--- config.mk ---
export PLATFORM = sky130hd
export DESIGN_NAME = gated_sine_oscillator_unit
export DESIGN_NICKNAME = d
export VERILOG_FILES = /design/src/rtl/core/gso_pkg.sv /design/src/rtl/core/gated_sine_oscillator_unit.sv /design/src/rtl/core/gso_cordic.sv /design/src/rtl/core/gso_scale.sv
export SDC_FILE = /design/constraint.sdc
export NUM_CORES = 2
export LEC_CHECK = 0
export BUFFER_PORTS_ARGS = -buffer_cell sky130_fd_sc_hd__clkbuf_2
export CAP_MARGIN = 25
export CORE_MARGIN = 2
export CORE_UTILIZATION = 40
export CTS_CLUSTER_SIZE = 16
export DETAILED_ROUTE_END_ITERATION = 16
export PLACE_DENSITY = 0.65
export SYNTH_ARGS = -nofsm -noshare
export SYNTH_HDL_FRONTEND = slang
export SYNTH_SLANG_ARGS = --single-unit
--- constraint.sdc ---
create_clock -name clock -period 9.5 [get_ports clock]
set_clock_uncertainty 0.2 [all_clocks]
set_input_delay 0 -clock clock [delete_from_list [all_inputs] [get_ports clock]]
set_output_delay 0 -clock clock [all_outputs]
set_load 0.02 [all_outputs]
--- src/rtl/core/gso_pkg.sv ---
// Shared constants, widths and tables for the gated sine oscillator.
// Used by gso_cordic, gso_scale and gated_sine_oscillator_unit.
// No dependencies.
package gso_pkg;

   // Block sizing
   localparam int MAX_FRAMES   = 64;
   localparam int PHASE_BITS   = 32;
   localparam int SAMPLE_BITS  = 16;
   localparam int CORDIC_STEPS = 16;

   // Field and register widths
   localparam int COUNT_W     = 7;
   localparam int FRAMES_W    = $clog2(MAX_FRAMES + 1);
   localparam int STEP_W      = 32;
   localparam int AMP_W       = 16;
   localparam int CSR_INDEX_W = 2;
   localparam int CSR_DATA_W  = 32;

   // Register indexes
   localparam logic [CSR_INDEX_W-1:0] CSR_PHASE_STEP  = 2'd0;
   localparam logic [CSR_INDEX_W-1:0] CSR_AMPLITUDE   = 2'd1;
   localparam logic [CSR_INDEX_W-1:0] CSR_NOTE_ENABLE = 2'd2;

   // Register reset values
   localparam logic [STEP_W-1:0] PHASE_STEP_RESET = 32'd39370534;
   localparam logic [AMP_W-1:0]  AMP_UNITY        = 16'd32768;

   // CORDIC datapath: 32-bit binary angle, Q30 vector
   localparam int ANGLE_W  = 32;
   localparam int CORDIC_W = 34;
   localparam int ITER_W   = $clog2(CORDIC_STEPS);
   localparam logic signed [CORDIC_W-1:0] CORDIC_GAIN_Q30 = 34'sd652032875;

   // Scaling: Q30 sine times Q15 gain, back to Q(SAMPLE_BITS-1)
   localparam int PROD_W    = CORDIC_W + AMP_W + 1;
   localparam int OUT_SHIFT = 46 - SAMPLE_BITS;
   localparam logic signed [PROD_W-1:0] ROUND_HALF = PROD_W'(64'd1 << (OUT_SHIFT - 1));
   localparam logic signed [PROD_W-1:0] SAT_HI     = PROD_W'((64'sd1 <<< (SAMPLE_BITS - 1)) - 1);
   localparam logic signed [PROD_W-1:0] SAT_LO     = -PROD_W'(64'sd1 <<< (SAMPLE_BITS - 1));

   // Phase to 32-bit angle alignment
   localparam int PH_DOWN = (PHASE_BITS >= 32) ? PHASE_BITS - 32 : 0;
   localparam int PH_UP   = (PHASE_BITS >= 32) ? 0 : 32 - PHASE_BITS;

   function automatic logic [ANGLE_W-1:0] phase_to_angle(input logic [PHASE_BITS-1:0] ph);
      logic [63:0] wide;
      wide = (64'(ph) >> PH_DOWN) << PH_UP;
      return wide[ANGLE_W-1:0];
   endfunction

   // Arctangent of 2^-i as a fraction of one turn, 2^32 = full cycle
   function automatic logic [ANGLE_W-1:0] atan_turn(input logic [4:0] idx);
      logic [ANGLE_W-1:0] val;
      unique case (idx)
         5'd0:    val = 32'd536870912;
         5'd1:    val = 32'd316933406;
         5'd2:    val = 32'd167458907;
         5'd3:    val = 32'd85004756;
         5'd4:    val = 32'd42667331;
         5'd5:    val = 32'd21354465;
         5'd6:    val = 32'd10679838;
         5'd7:    val = 32'd5340245;
         5'd8:    val = 32'd2670163;
         5'd9:    val = 32'd1335087;
         5'd10:   val = 32'd667544;
         5'd11:   val = 32'd333772;
         5'd12:   val = 32'd166886;
         5'd13:   val = 32'd83443;
         5'd14:   val = 32'd41722;
         5'd15:   val = 32'd20861;
         5'd16:   val = 32'd10430;
         5'd17:   val = 32'd5215;
         5'd18:   val = 32'd2608;
         5'd19:   val = 32'd1304;
         5'd20:   val = 32'd652;
         5'd21:   val = 32'd326;
         5'd22:   val = 32'd163;
         5'd23:   val = 32'd81;
         default: val = '0;
      endcase
      return val;
   endfunction

endpackage

--- src/rtl/core/gated_sine_oscillator_unit.sv ---
// Top level of the gated sine oscillator: registers, sample sequencer,
// phase accumulator and output register. Uses gso_cordic and gso_scale.
// Depends on gso_pkg.
//
//   Channel  Ports                                  Direction  Moves
//   req      req_valid/req_ready, req_frame_count   in         one block request
//   rsp      rsp_valid/rsp_ready, rsp_sample/last   out        one sample
//   csr      csr_we, csr_index, csr_wdata           in         register write
//
// Each sample passes through a phase step, a CORDIC load, the micro-rotations
// on the shared shift-add unit, the registered product and sample of the gain
// stage and the output register, where it waits until rsp_ready takes it.
// A request of N frames holds req_ready low until its last sample is taken; a
// request with the gate closed or a zero count is accepted and makes no sample.
// Reset clears the phase and loads the register defaults.
module gated_sine_oscillator_unit (
   input  logic                                   clock,
   input  logic                                   reset,
   input  logic                                   req_valid,
   output logic                                   req_ready,
   input  logic [gso_pkg::COUNT_W-1:0]            req_frame_count,
   output logic                                   rsp_valid,
   input  logic                                   rsp_ready,
   output logic signed [gso_pkg::SAMPLE_BITS-1:0] rsp_sample,
   output logic                                   rsp_last,
   input  logic                                   csr_we,
   input  logic [gso_pkg::CSR_INDEX_W-1:0]        csr_index,
   input  logic [gso_pkg::CSR_DATA_W-1:0]         csr_wdata
);
   import gso_pkg::*;

   localparam logic [2:0] ST_IDLE   = 3'd0;
   localparam logic [2:0] ST_STEP   = 3'd1;
   localparam logic [2:0] ST_ROTATE = 3'd2;
   localparam logic [2:0] ST_SCALE  = 3'd3;
   localparam logic [2:0] ST_OUT    = 3'd4;

   logic [2:0]                    state_ff, state_in;
   logic [STEP_W-1:0]             phase_step_ff, phase_step_in;
   logic [AMP_W-1:0]              amplitude_ff, amplitude_in;
   logic                          note_enable_ff, note_enable_in;
   logic [PHASE_BITS-1:0]         phase_ff, phase_in;
   logic [FRAMES_W-1:0]           frames_left_ff, frames_left_in;
   logic                          rsp_valid_ff, rsp_valid_in;
   logic signed [SAMPLE_BITS-1:0] rsp_sample_ff, rsp_sample_in;
   logic                          rsp_last_ff, rsp_last_in;

   logic                          req_fire, rsp_fire;
   logic [PHASE_BITS-1:0]         phase_sum;
   logic [FRAMES_W-1:0]           frames_req;
   logic [AMP_W-1:0]              gain;
   logic                          cordic_start, cordic_done;
   logic signed [CORDIC_W-1:0]    cordic_sine;
   logic                          scale_done;
   logic signed [SAMPLE_BITS-1:0] scale_sample;

   assign req_ready = (state_ff == ST_IDLE);
   assign req_fire  = req_valid & req_ready;
   assign rsp_fire  = rsp_valid_ff & rsp_ready;

   // Clamp the request to the block limit and the gain to unity
   assign frames_req = (req_frame_count > COUNT_W'(MAX_FRAMES)) ?
                       FRAMES_W'(MAX_FRAMES) : FRAMES_W'(req_frame_count);
   assign gain       = (amplitude_ff > AMP_UNITY) ? AMP_UNITY : amplitude_ff;

   // Advance the phase with modulo wrap
   assign phase_sum    = phase_ff + PHASE_BITS'(phase_step_ff);
   assign cordic_start = (state_ff == ST_STEP);

   // Register writes
   always_comb begin
      phase_step_in  = phase_step_ff;
      amplitude_in   = amplitude_ff;
      note_enable_in = note_enable_ff;
      if (csr_we) begin
         unique case (csr_index)
            CSR_PHASE_STEP:  phase_step_in  = csr_wdata[STEP_W-1:0];
            CSR_AMPLITUDE:   amplitude_in   = csr_wdata[AMP_W-1:0];
            CSR_NOTE_ENABLE: note_enable_in = csr_wdata[0];
            default:         ;
         endcase
      end
   end

   // Sample sequencer
   always_comb begin
      state_in       = state_ff;
      phase_in       = phase_ff;
      frames_left_in = frames_left_ff;
      rsp_valid_in   = rsp_valid_ff;
      rsp_sample_in  = rsp_sample_ff;
      rsp_last_in    = rsp_last_ff;
      unique case (state_ff)
         ST_IDLE: begin
            if (req_fire && note_enable_ff && (frames_req != '0)) begin
               frames_left_in = frames_req;
               state_in       = ST_STEP;
            end
         end
         ST_STEP: begin
            phase_in = phase_sum;
            state_in = ST_ROTATE;
         end
         ST_ROTATE: begin
            if (cordic_done) begin
               state_in = ST_SCALE;
            end
         end
         ST_SCALE: begin
            if (scale_done) begin
               rsp_valid_in  = 1'b1;
               rsp_sample_in = scale_sample;
               rsp_last_in   = (frames_left_ff == FRAMES_W'(1));
               state_in      = ST_OUT;
            end
         end
         ST_OUT: begin
            if (rsp_fire) begin
               rsp_valid_in   = 1'b0;
               frames_left_in = frames_left_ff - 1'b1;
               state_in       = rsp_last_ff ? ST_IDLE : ST_STEP;
            end
         end
         default: state_in = ST_IDLE;
      endcase
   end

   always_ff @(posedge clock) begin
      if (reset) begin
         state_ff       <= ST_IDLE;
         phase_step_ff  <= PHASE_STEP_RESET;
         amplitude_ff   <= AMP_UNITY;
         note_enable_ff <= 1'b0;
         phase_ff       <= '0;
         frames_left_ff <= '0;
         rsp_valid_ff   <= 1'b0;
      end else begin
         state_ff       <= state_in;
         phase_step_ff  <= phase_step_in;
         amplitude_ff   <= amplitude_in;
         note_enable_ff <= note_enable_in;
         phase_ff       <= phase_in;
         frames_left_ff <= frames_left_in;
         rsp_valid_ff   <= rsp_valid_in;
      end
   end

   // Hold the output payload
   always_ff @(posedge clock) begin
      rsp_sample_ff <= rsp_sample_in;
      rsp_last_ff   <= rsp_last_in;
   end

   gso_cordic u_cordic (
      .clock (clock),
      .reset (reset),
      .start (cordic_start),
      .angle (phase_to_angle(phase_sum)),
      .done  (cordic_done),
      .sine  (cordic_sine)
   );

   gso_scale u_scale (
      .clock  (clock),
      .reset  (reset),
      .start  (cordic_done),
      .sine   (cordic_sine),
      .gain   (gain),
      .done   (scale_done),
      .sample (scale_sample)
   );

   assign rsp_valid  = rsp_valid_ff;
   assign rsp_sample = rsp_sample_ff;
   assign rsp_last   = rsp_last_ff;

endmodule

--- src/rtl/core/gso_cordic.sv ---
// Iterative rotation-mode CORDIC: one shift-add micro-rotation per cycle.
// Produces the Q30 sine of a 32-bit binary angle.
// Depends on gso_pkg.
module gso_cordic (
   input  logic                                  clock,
   input  logic                                  reset,
   input  logic                                  start,
   input  logic [gso_pkg::ANGLE_W-1:0]           angle,
   output logic                                  done,
   output logic signed [gso_pkg::CORDIC_W-1:0]   sine
);
   import gso_pkg::*;

   logic                       running_ff, running_in;
   logic                       done_ff, done_in;
   logic [ITER_W-1:0]          iter_ff, iter_in;
   logic signed [CORDIC_W-1:0] x_ff, x_in;
   logic signed [CORDIC_W-1:0] y_ff, y_in;
   logic signed [CORDIC_W-1:0] z_ff, z_in;

   logic [1:0]                 quadrant;
   logic [ANGLE_W-1:0]         folded;
   logic signed [CORDIC_W-1:0] x_shift, y_shift, atan_val;
   logic                       rotate_pos;
   logic                       last_iter;

   // Fold second and third quadrants onto the first and fourth
   assign quadrant = angle[ANGLE_W-1 -: 2];
   assign folded   = (quadrant == 2'd1 || quadrant == 2'd2) ?
                     (32'h8000_0000 - angle) : angle;

   // Shared shifter and adders for one micro-rotation
   assign x_shift    = x_ff >>> iter_ff;
   assign y_shift    = y_ff >>> iter_ff;
   assign atan_val   = CORDIC_W'(atan_turn(5'(iter_ff)));
   assign rotate_pos = ~z_ff[CORDIC_W-1];
   assign last_iter  = (iter_ff == ITER_W'(CORDIC_STEPS - 1));

   always_comb begin
      running_in = running_ff;
      done_in    = 1'b0;
      iter_in    = iter_ff;
      x_in       = x_ff;
      y_in       = y_ff;
      z_in       = z_ff;
      if (start) begin
         // Load the gain-compensated unit vector
         running_in = 1'b1;
         iter_in    = '0;
         x_in       = CORDIC_GAIN_Q30;
         y_in       = '0;
         z_in       = CORDIC_W'(signed'(folded));
      end else if (running_ff) begin
         // Advance one micro-rotation
         if (rotate_pos) begin
            x_in = x_ff - y_shift;
            y_in = y_ff + x_shift;
            z_in = z_ff - atan_val;
         end else begin
            x_in = x_ff + y_shift;
            y_in = y_ff - x_shift;
            z_in = z_ff + atan_val;
         end
         iter_in = iter_ff + 1'b1;
         if (last_iter) begin
            running_in = 1'b0;
            done_in    = 1'b1;
         end
      end
   end

   always_ff @(posedge clock) begin
      if (reset) begin
         running_ff <= 1'b0;
         done_ff    <= 1'b0;
      end else begin
         running_ff <= running_in;
         done_ff    <= done_in;
      end
   end

   always_ff @(posedge clock) begin
      iter_ff <= iter_in;
      x_ff    <= x_in;
      y_ff    <= y_in;
      z_ff    <= z_in;
   end

   assign done = done_ff;
   assign sine = y_ff;

endmodule

--- src/rtl/core/gso_scale.sv ---
// Gain stage: multiply the Q30 sine by the Q15 amplitude, round and saturate.
// The product is registered, then the sample.
// Depends on gso_pkg.
module gso_scale (
   input  logic                                   clock,
   input  logic                                   reset,
   input  logic                                   start,
   input  logic signed [gso_pkg::CORDIC_W-1:0]    sine,
   input  logic [gso_pkg::AMP_W-1:0]              gain,
   output logic                                   done,
   output logic signed [gso_pkg::SAMPLE_BITS-1:0] sample
);
   import gso_pkg::*;

   logic                          prod_valid_ff;
   logic                          done_ff;
   logic signed [PROD_W-1:0]      prod_ff, prod_in;
   logic signed [SAMPLE_BITS-1:0] sample_ff, sample_in;
   logic signed [PROD_W-1:0]      rounded, shifted;

   // Multiply
   assign prod_in = PROD_W'(sine) * PROD_W'(signed'({1'b0, gain}));

   // Round half up, then clamp to the sample range
   assign rounded = prod_ff + ROUND_HALF;
   assign shifted = rounded >>> OUT_SHIFT;

   always_comb begin
      priority if (shifted > SAT_HI) begin
         sample_in = SAT_HI[SAMPLE_BITS-1:0];
      end else if (shifted < SAT_LO) begin
         sample_in = SAT_LO[SAMPLE_BITS-1:0];
      end else begin
         sample_in = shifted[SAMPLE_BITS-1:0];
      end
   end

   always_ff @(posedge clock) begin
      if (reset) begin
         prod_valid_ff <= 1'b0;
         done_ff       <= 1'b0;
      end else begin
         prod_valid_ff <= start;
         done_ff       <= prod_valid_ff;
      end
   end

   always_ff @(posedge clock) begin
      prod_ff   <= prod_in;
      sample_ff <= sample_in;
   end

   assign done   = done_ff;
   assign sample = sample_ff;

endmodule
==> out/metrics.cfg <==
[cells_and_area]
regArea_um2=6270
fin_area_um2=44800
final_cell_mix=649 x nand2_1, 632 x inv_1, 519 x fa_1, 292 x and2_1, 284 x a21oi_1
final_common_cell=nand2_1
final_util_pct=44.0
fin_nets=5622
drive_gt1_share_pct=7.05
fillers=10000
area_growth_pct=9.06
multi_input_area_um2=31500
fin_cells=6189

[worst_setup_path]
end_kind=flop
critPathBufInv=7
critical_path_depth=28
r2r_cells=28
worstPathRequired_ns=9.80
crit_arrival_ns=8.85
slowest_delay_ns=0.73
cpMostUsedCell=fa_1
cp_top_family=adder cells
crit_path_top_delay_cell=o31ai_1
worstSetupPathType=flop to flop
critPathLaunchType=flop
path_max_fanout=20

[timing]
finalMaxSlewViolations=0
hold_ws_ns=0.0418
fmax_mhz=117
hold_viol=0
worst_slew_pin_slew_ns=1.08
rsz0062_at_grt=no
finalSetupViolCount=0
slew_headroom_pct=27.8
final.setup.tns_ns=0
setup_ws_ns=0.955
min_period_over_period_pct=89.9
fin_crit_ns=8.55

[clocking]
path_clk_slew_ns=0.06
cts_tree=built
cts_setup_buffers=0
cts_hold_buffers=88
cts_resized=0
clock_latency_ns=0.59
cts_max_level=2
cts-root-buf=clkbuf_16
clk_path_buf_depth=3
cts.sinks=287
numCtsBuffers=36

[route]
drc=0
firstDrtPassIters=5
drt_wl_total_mm=104
routed_via_density=5.33
ant_nets=0
drt_iter0_drc=1904
vias=33000
routedWlPerCell_um=16.8

[placed_design]
place.gp.congestion=0.885
hpwl_mm=78.3
postPlaceCellArea_um2=42600
pre_cts_ws_ns=1.03
placedCellCount=6030
io_buffers=64

[global_routing]
grt_start_max_net_pins=97
grt_pass1_vias=33500
antenna_found_initial=1
grt-ovfl-total=0
grt_pass1_wl_mm=172
grt.total_usage_pct=19.6

[logic_synthesis]
synthArstFlopShare_pct=0
syn-cell-area_um2=41100
postSynthCellCount=4806
synth-edff-count=51
ys_seq_elements=287
yosysWarnings=0
ys.flop_type=dfxtp_1
synth_fp_nets=5635
synth_cell_types=100
syn_area_per_cell_um2=8.56
yosysSeqAreaShare_pct=15.2

[floorplanning]
die_h_um=325
initial_core_util_pct=40.4
fp-row-count=117
pin_count=65
die_area_um2=105000
die_w_um=325
fp.coreArea_um2=102000

[power]
peakVddDrop_mv=0.173
cellLeakagePower_nw=20.2
powerDensity_nw_per_um2=244
total_power_mw=10.9

[min_path]
worstHoldPathType=input port to flop
holdPathStages=4

[outcome]
status=finished, final reports clean

[run]
maxCapViolCount=0

[layout make-up]
cell class / count / area share [%]
clock buffers: 47 / 2.33
flip-flops and latches: 287 / 14.0
clock inverters: 18 / 0.544
diodes: 1 / 0.00558
well taps: 1368 / 3.82
multi-input cells: 3627 / 70.1
repair buffers: 207 / 3.87
inverters: 634 / 5.31
[Yosys cell counts (all sizes together) (19+ instances only)]
cell type	number	share of area, %
nand2	650	5.9
inv	634	5.8
fa	519	25
and2	294	4.5
a21oi	284	3.5
ha	264	8.0
nor2	255	2.3
dfxtp	236	11
clkbuf	211	1.9
o21ai	200	2.4
xnor2	158	3.4
xor2	116	2.5
mux2i	88	2.1
a21o	78	1.4
nor3	69	0.89
mux4	59	3.2
nand3	54	0.66
nor2b	54	0.82
edfxtp	51	3.7
buf	47	0.72
a31oi	36	0.56
mux2	35	0.99
o21a	30	0.55
a211oi	26	0.52
and3	26	0.40
nand2b	26	0.40
nor4	23	0.37
nand3b	19	0.35
[final timing paths]
kind	start	end	slack, ns
hold reg to reg	u_scale.sample[13]	rsp_sample[13]	0.20
setup reg to reg	amplitude_ff[15]	u_scale.prod_ff[43]	0.95
hold / removal	csr_wdata[21]	phase_step_ff[21]	0.04
setup / recovery	amplitude_ff[15]	u_scale.prod_ff[43]	0.95
[tightest hold or removal path, cell delays in order]
cell	delay (ns)
dlygate4sd3_1	0.53
clkbuf_2	0.10
nand2_1	0.07
a21oi_1	0.06
[sequential cells by signal, summed over array words and instances, names as in the netlist, 3 cells and up]
name               count
state_ff               3
phase_ff              32
u_scale.prod_ff       22
amplitude_ff          16
u_cordic.x_ff         34
u_cordic.sine         34
u_cordic.z_ff         34
rsp_sample            16
u_scale.sample        16
u_cordic.iter_ff       4
phase_step_ff         32
frames_left_ff         7
u_cordic.atan_val     30
[power by group]
group	internal [mW]	switching [mW]
combinational	3.18	3.94
clock	0.875	0.616
sequential	1.58	0.736
[metal layers]
layer / vias to the layer above / wire length [um] / global-route usage [%]
met1: 16300 / 44700 / 25.3
met4: 2 / 3450 / 6.62
met3: 194 / 5200 / 2.63
met5: - / 13 / 0
li1: 15700 / - / -
met2: 775 / 50300 / 33.9
[cell families after synthesis]
group | Yosys count | share of synthesized area, %
buffers and inverters | 892 | 8.44
AOI/OAI and AO/OA | 823 | 12.4
DFF | 287 | 15.2
adders and majority gates | 783 | 33.3
xor gates and xnor gates | 274 | 5.87
muxes | 182 | 6.36
and+or+nand+nor | 1565 | 18.4
Note: power is estimated with default switching activity, not from simulation.
